`config.mk`:
```
export PLATFORM = sky130hd
export DESIGN_NAME = lssf_ctrl
export DESIGN_NICKNAME = d
export VERILOG_FILES = /design/src/hdl/lssf_pkg.sv /design/src/hdl/lssf_ctrl.sv
export SDC_FILE = /design/constraint.sdc
export NUM_CORES = 1
export LEC_CHECK = 0
export CORE_AREA = 2 2 39 41
export CTS_CLUSTER_DIAMETER = 100
export DETAILED_ROUTE_END_ITERATION = 10
export DIE_AREA = 0 0 41 43
export DONT_BUFFER_PORTS = 1
export GPL_ROUTABILITY_DRIVEN = 1
export PLACE_DENSITY_LB_ADDON = 0.3
export SLEW_MARGIN = 20
export SYNTH_ARGS = -nofsm -noshare
export SYNTH_HDL_FRONTEND = slang
export SYNTH_SLANG_ARGS = --single-unit
```
`constraint.sdc`:
```
create_clock -name aclk -period 1.6 [get_ports aclk]
set_clock_uncertainty 0.05 [all_clocks]
set_input_delay 0.24 -clock aclk [delete_from_list [all_inputs] [get_ports aclk]]
set_output_delay 0.24 -clock aclk [all_outputs]
set_load 0.005 [all_outputs]
```
`src/hdl/lssf_pkg.sv`:
```
// ----------------------------------------------------------------------------
// lssf_pkg
// Shared types and constants for the least-squares slope fit block.
// ----------------------------------------------------------------------------
`default_nettype none
package lssf_pkg;

    localparam int WIDE_BITS  = 96;
    localparam int QUOT_BITS  = 34;
    localparam int SLOPE_SCALE = 2000;

    localparam logic [1:0] STATUS_OK       = 2'd0;
    localparam logic [1:0] STATUS_ZERO_DEN = 2'd1;
    localparam logic [1:0] STATUS_OVERFLOW = 2'd2;
    localparam logic [1:0] STATUS_SAT      = 2'd3;

    typedef enum logic [2:0] {
        ST_ACCUM,
        ST_MUL,
        ST_FORM,
        ST_DIV,
        ST_OUT
    } state_t;

    typedef struct packed {
        logic accum;
        logic clear;
        logic mul_start;
        logic form;
        logic div_start;
        logic div_step;
        logic finish;
    } cmd_t;

    typedef struct packed {
        logic mul_done;
        logic div_done;
    } stat_t;

endpackage
`default_nettype wire

```
`src/hdl/lssf_ctrl.sv`:
```
// ----------------------------------------------------------------------------
// lssf_ctrl
// Sequencer for accumulation, final products, division and result handoff.
// ----------------------------------------------------------------------------
`default_nettype none
module lssf_ctrl (
    input  wire                 aclk,
    input  wire                 aresetn,
    input  wire                 s_tvalid,
    output logic                s_tready,
    input  wire                 s_tlast,
    output logic                m_tvalid,
    input  wire                 m_tready,
    output lssf_pkg::cmd_t      cmd,
    input  wire lssf_pkg::stat_t stat
);
    lssf_pkg::state_t state_reg, state_next;
    logic             valid_reg, valid_next;
    logic             wait_reg, wait_next;

    always_ff @(posedge aclk) begin
        if (!aresetn) begin
            state_reg <= lssf_pkg::ST_ACCUM;
            valid_reg <= 1'b0;
            wait_reg  <= 1'b0;
        end else begin
            state_reg <= state_next;
            valid_reg <= valid_next;
            wait_reg  <= wait_next;
        end
    end

    assign m_tvalid = valid_reg;

    always_comb begin
        state_next = state_reg;
        valid_next = valid_reg && !m_tready;
        wait_next  = 1'b0;
        cmd        = '0;
        s_tready   = 1'b0;
        unique case (state_reg)
            lssf_pkg::ST_ACCUM: begin
                s_tready  = 1'b1;
                cmd.accum = s_tvalid;
                if (s_tvalid && s_tlast) state_next = lssf_pkg::ST_MUL;
            end
            lssf_pkg::ST_MUL: begin
                // wait for the last square and product to land in the sums
                if (!wait_reg) begin
                    wait_next = 1'b1;
                end else begin
                    cmd.mul_start = 1'b1;
                    state_next = lssf_pkg::ST_FORM;
                end
            end
            lssf_pkg::ST_FORM: begin
                if (stat.mul_done) begin
                    wait_next = 1'b1;
                end
                if (wait_reg) begin
                    cmd.form = 1'b1;
                    state_next = lssf_pkg::ST_DIV;
                end
            end
            lssf_pkg::ST_DIV: begin
                if (!wait_reg) begin
                    cmd.div_start = 1'b1;
                    wait_next = 1'b1;
                end else begin
                    cmd.div_step = 1'b1;
                    wait_next = 1'b1;
                    if (stat.div_done) begin
                        wait_next = 1'b0;
                        state_next = lssf_pkg::ST_OUT;
                    end
                end
            end
            default: begin
                if (!valid_reg) begin
                    cmd.finish = 1'b1;
                    cmd.clear  = 1'b1;
                    valid_next = 1'b1;
                    state_next = lssf_pkg::ST_ACCUM;
                end
            end
        endcase
    end
endmodule
`default_nettype wire

```
==> summary.md, run 1 <==
| Metric | Value |
|---|---|
| Power Dens Cells | 955 nW/µm² |
| Total Wirelength | 604 µm |
| DRC | 0 |
| Unrepaired setup endpoints after global routing | false |
| Seq pwr share | 44.9% |
| WHS Path Cells | 2 |
| Crit path DAT | 1.10 ns |
| Critical path fanouts, max | 10 |
| VDD IR max | 231 µV |
| Placer congestion estimate | 0.587 |
| Port Buf Inserts | 0 |
| Max FFs per register | 3 |
| Vias/cell | 4.71 |
| Worst R2R End | state_reg[1] |
| Post-synthesis instance total | 38 |
| Cells along the critical path | nor3_1, and2_1 |
| Yosys warnings | 0 |
| Max cap viols | 0 |
| Final Core Density | 23.2% |
| Final hold violations | 0 |
| Clk pwr share | 47.6% |
| Power Internal | 0.236 mW |
| CP max stage cell | dfxtp_1 |
| Max-slew violations | 0 |
| CTS Buffer Depth | 2 |
| Rows | 14 |
| Syn_area_per_cell | 7.87 µm² |
| Comb pwr share | 7.5% |
| Setup violators final | 0 |
| TritonRoute pass-1 iters | 3 |
| # hold bufs at CTS | 0 |
| Worst Hold Path EP | wait_reg |
| Crit Path Class | flip-flop to output pin |
| Layout cells sized above 1 | 10.3% |
| Resize count post-CTS | 0 |
| Diodes inserted | 0 |
| Setup Fix Bufs, Post-CTS | 0 |
| Initial antenna violation count | 0 |
| Worst slew pin tran | 0.302 ns |
| Period utilization | 87.0% |
| CTS tree | done |
| Ports | 16 |
| Worst Hold Class | input port to flip-flop |
| Vias | 259 |
| Num CTS Buffers | 3 |
| Buf+Inv Stages, Crit Path | 0 |
| Vias in the first global route | 222 |
| Worst-Skew Late Latency | 0.24 ns |
| Psw | 0.0709 mW |
| Post-layout nets | 47 |
| Main synth FF type | dfxtp_1 |
| Routed length per instance | 11.0 µm |
| Final ANT Viol Nets | 0 |
| Largest net degree at the start of global routing | 11 |
| Worst Hold Launch | aresetn |
| Sw frac | 23.1% |
| Sum of negative setup slack | 0 ns |
| Worst reg2reg path depth | 2 |
| Root buffer cell | clkbuf_4 |
| Status | finished clean |
| Startpoint Class | flip-flop |
| Asr flop ratio synth | 0% |
| Syn Std Cell Area | 299 µm² |
| # clock sinks | 5 |
| Reg clk slew, reported paths | 0.04 ns |
| H-tree depth | 1 |
| Chip width | 41 µm |
| CP peak stage delay | 0.38 ns |
| CORE AREA | 1380 µm² |
| Chip Height | 43 µm |
| R2r setup slk | 0.50 ns |
| Worst setup EP type | output pin |
| Syn_nets | 45 |
| RR Startpoint | state_reg[2] |
| Die ar. | 1760 µm² |
| Netlist cell types | 21 |
| Total Power | 0.307 mW |
| GR Util All Layers | 8.25% |
| HPWL after detailed placement | 453 µm |
| Worst setup margin | 0.208 ns |
| Leakage power figure | 0.123 nW |
| CP delay by family, top | simple AND/OR/NAND/NOR gates |
| Pre-CTS setup slack | 0.453 ns |
| Period minus WS final | 1.39 ns |
| Sequential area share after synthesis | 33.5% |
| Total congestion overflow | 0 |
| Post-synthesis sequential element count | 5 |
| Synth-to-layout area growth | 7.53% |
| Worst EP required | 1.31 ns |
| Slew headroom | 79.8% |
| Max Freq | 718 MHz |
| Starting Density | 21.6% |
| First-pass GRT wire length | 897 µm |
| Number of synthesized flops with an enable pin | 0 |
| Starting DRT DRC Count | 3 |
## cells in the final DEF (no fill, tap or decap), drive strengths merged
cell and count:
a21boi 1, a21oi 2, and2 1, and2b 1
and3b 1, clkbuf 4, dfxtp 5, inv 2
nand2 3, nand2b 4, nand3 3, nand3b 1
nor2 3, nor3 4, o2111a 1, o211a 1
o21ai 1, o22ai 1
## through the flow
stage / std cells / cell area [µm²] / hold slack, ns
after global routing: 55 / 322 / 0.0778
after CTS: 55 / 322 / 0.0743
after floorplan: 38 / 299 / 0.319
final: 55 / 322 / 0.0802
after global placement: 51 / 295 / 0.332
after detailed placement: 51 / 295 / 0.334
## worst reg2reg max path, stage by stage (launching register included)
cell and delay [ns]:
dfxtp_1 0.48, and3b_1 0.24, o2111a_1 0.23
## logic make-up after synthesis
| family | count (synthesis) | share of synthesized area, % |
|---|---|---|
| and+or+nand+nor | 21 | 39.3 |
| AOI/OAI and AO/OA | 7 | 16.7 |
| DFF | 5 | 33.5 |
| buffers and inverters | 5 | 10.5 |
## Yosys cell counts (2+ instances only)
| master | count | area (µm²) |
|---|---|---|
| dfxtp_1 | 5 | 100 |
| nand2b_1 | 4 | 25.0 |
| nor3_1 | 4 | 20.0 |
| nand2_1 | 3 | 11.3 |
| nor2_1 | 3 | 11.3 |
| a21oi_1 | 2 | 10.0 |
| inv_1 | 2 | 7.51 |
| nand3_1 | 2 | 10.0 |
## power by group through the flow
stage               combinational [mW]  clock (mW)  sequential [mW]
floorplan                       0.0223           0            0.137
global placement                0.0235           0            0.140
detailed placement              0.0234           0            0.140
CTS                             0.0235       0.155            0.138
global route                    0.0270       0.164            0.139
finish                          0.0230       0.146            0.138
## layer usage
| layer | GRT usage [%] | routed length, µm | up-vias |
|---|---|---|---|
| met1 | 10.7 | 301 | 112 |
| met4 | 8.00 | 8 | 0 |
| met5 | 0 | 0 | - |
| met3 | 5.24 | 78 | 2 |
| li1 | - | - | 132 |
| met2 | 8.44 | 216 | 13 |
## cell type report
class                           count  area (µm²)
Tap cell                           16        20.0
Inverter                            2        7.51
Clock buffer                        4        26.3
Fill cell                         158        1060
Sequential cell                     5         100
Multi-Input combinational cell     28         168
## how the worst max path moves through the flow
| stage | startpoint | endpoint | slack, ns | cells after the start |
|---|---|---|---|---|
| 2_1_floorplan | state_reg[2] | cmd[6] | 0.49 | 3 |
| 3_3_place_gp | state_reg[2] | cmd[6] | 0.46 | 2 |
| 3_5_place_dp | state_reg[2] | cmd[6] | 0.45 | 2 |
| 4_1_cts | state_reg[2] | cmd[6] | 0.19 | 2 |
| 5_1_grt | state_reg[2] | cmd[6] | 0.09 | 2 |
| 6_report | state_reg[2] | cmd[6] | 0.21 | 2 |
Note: power is estimated with default switching activity, not from simulation.
==> run 2: changes to the inputs <==
==> constraint.sdc (replaced) <==
create_clock -name aclk -period 1.6 [get_ports aclk]
set_clock_uncertainty 0.05 [all_clocks]
set_input_delay 0.24 -clock aclk [delete_from_list [all_inputs] [get_ports aclk]]
set_output_delay 0.24 -clock aclk [all_outputs]
set_load 0.1 [all_outputs]
==> run 2 against run 1 <==
Combinational power rose to 4.0 times the previous value; design area increased by 65%; maximum frequency fell by 9.0%; non-clock buffer count rose by 9; sequential share of layout area down 10 points; via count increased by 17%; clock-buffer cell count stayed put; register-to-register slack about the same.
==> summary.md, run 2 (same netlist as run 1, synthesis figures left out) <==
| Metric | Value |
|---|---|
| CTS tree | done |
| CORE AREA | 1380 µm² |
| Layout cells sized above 1 | 54.2% |
| Port Buf Inserts | 0 |
| Final ANT Viol Nets | 0 |
| Period minus WS final | 1.53 ns |
| Die ar. | 1760 µm² |
| Comb pwr share | 23.9% |
| Max FFs per register | 3 |
| Diodes inserted | 0 |
| Max cap viols | 0 |
| Worst Hold Class | input port to flip-flop |
| H-tree depth | 1 |
| Max Freq | 654 MHz |
| Period utilization | 95.6% |
| Post-layout nets | 56 |
| Most common cell after layout, fill and taps aside | buf_12 |
| Initial antenna violation count | 0 |
| Power Internal | 0.250 mW |
| Setup violators final | 0 |
| Setup Fix Bufs, Post-CTS | 0 |
| Placer congestion estimate | 0.699 |
| Starting DRT DRC Count | 3 |
| Seq pwr share | 36.4% |
| # clock sinks | 5 |
| Chip width | 41 µm |
| Critical path fanouts, max | 7 |
| Starting Density | 21.6% |
| Final hold violations | 0 |
| Seq. cell area | 110 µm² |
| Chip Height | 43 µm |
| Max-slew violations | 0 |
| Status | finished clean |
| Leakage power figure | 0.188 nW |
| Crit path DAT | 1.24 ns |
| Startpoint Class | flip-flop |
| Routed length per instance | 11.0 µm |
| TritonRoute pass-1 iters | 4 |
| First-pass GRT wire length | 1170 µm |
| Fill cells | 141 |
| Vias | 303 |
| Total Power | 0.388 mW |
| Vias in the first global route | 292 |
| Total Wirelength | 707 µm |
| Psw | 0.137 mW |
| CTS Buffer Depth | 2 |
| Clk pwr share | 39.6% |
| Num CTS Buffers | 3 |
| Vias/cell | 4.73 |
| Unrepaired setup endpoints after global routing | false |
| Final hold slack | 0.0665 ns |
| Total congestion overflow | 0 |
| GR Util All Layers | 10.1% |
| Power Dens Cells | 729 nW/µm² |
| Crit Path Class | flip-flop to output pin |
| Rows | 14 |
| Synth-to-layout area growth | 77.8% |
| Worst slew pin tran | 0.302 ns |
| Largest net degree at the start of global routing | 9 |
| Most frequent cells in the layout | buf_12 (5), buf_4 (4), nor3_4 (3), nand2_1 (3), clkbuf_4 (3) |
| Worst EP required | 1.31 ns |
| Slew headroom | 79.9% |
| Root buffer cell | clkbuf_4 |
| Reg clk slew, reported paths | 0.05 ns |
| Worst-Skew Late Latency | 0.25 ns |
| Sw frac | 35.4% |
| VDD IR max | 291 µV |
| Worst setup EP type | output pin |
| Ports | 16 |
| DRC | 0 |
| Multi-input combinational cell area | 234 µm² |
run 2: cell count changes in the layout (fill, tap and decap cells not counted), moves of 2 or more:
cell	before	now
nand2b_4	0	2
dfxtp_2	0	2
dfxtp_1	5	1
nor3_4	0	3
nor3_1	4	1
nor2_4	0	2
buf_4	0	4
buf_12	0	5
dfxtp_4	0	2
nor2_1	3	1
nand2b_1	4	2
run 2: critical path: stages, from the launching register on:
cell and delay (ns):
dfxtp_2 0.36, buf_4 0.17, nor3_4 0.12, and2_4 0.35
run 2: metal layers:
metal  routed length [µm]  global-route usage [%]
met3                   61                    1.57
met1                  288                    12.9
met5                    0                       0
met2                  357                    13.4
met4                    0                    10.0
run 2: stage by stage:
| stage | TNS, ns | worst slack, ns | utilization, % | area [µm²] | std cells |
|---|---|---|---|---|---|
| after floorplan | -0.741 | -0.407 | - | 393 | 38 |
| after global placement | 0 | 0.259 | 36.2 | 500 | 60 |
| after detailed placement | 0 | 0.248 | 36.2 | 500 | 60 |
| after CTS | 0 | 0.0306 | 38.2 | 529 | 64 |
| after global routing | 0 | 0.0142 | 38.4 | 532 | 64 |
| final | 0 | 0.0702 | 38.4 | 532 | 64 |
run 2: area by class of cell:
type                    instances  area share [%]
clock buffers                   4            4.94
inverters                       2            2.12
multi-input cells              28            44.0
flip-flops and latches          5            20.7
well taps                      16            3.76
repair buffers                  9            24.5
run 2: final timing paths:
kind,endpoint,startpoint,cells after the start,slack [ns]
worst max-delay path,cmd[6],state_reg[2],3,0.07
worst min-delay path,wait_reg,aresetn,2,0.07
worst max register to register,wait_reg,state_reg[1],4,0.50
worst min register to register,state_reg[2],state_reg[2],2,0.47
run 2: power groups by stage:
stage / Sequential [mW] / Combinational [mW] / Clock, mW
6_report: 0.141 / 0.0927 / 0.154
5_1_grt: 0.143 / 0.0971 / 0.162
4_1_cts: 0.141 / 0.0932 / 0.155
3_5_place_dp: 0.144 / 0.0931 / 0
3_3_place_gp: 0.144 / 0.0928 / 0
2_1_floorplan: 0.140 / 0.0837 / 0
run 2: repair_timing:
item | 4_1_cts | 5_1_grt
hold buffers | 0 | 0
gates resized for setup | 2 | 1
hold endpoints to repair | 0 | 0
endpoints found under the setup margin | 2 | 1
pin swaps | 1 | 0
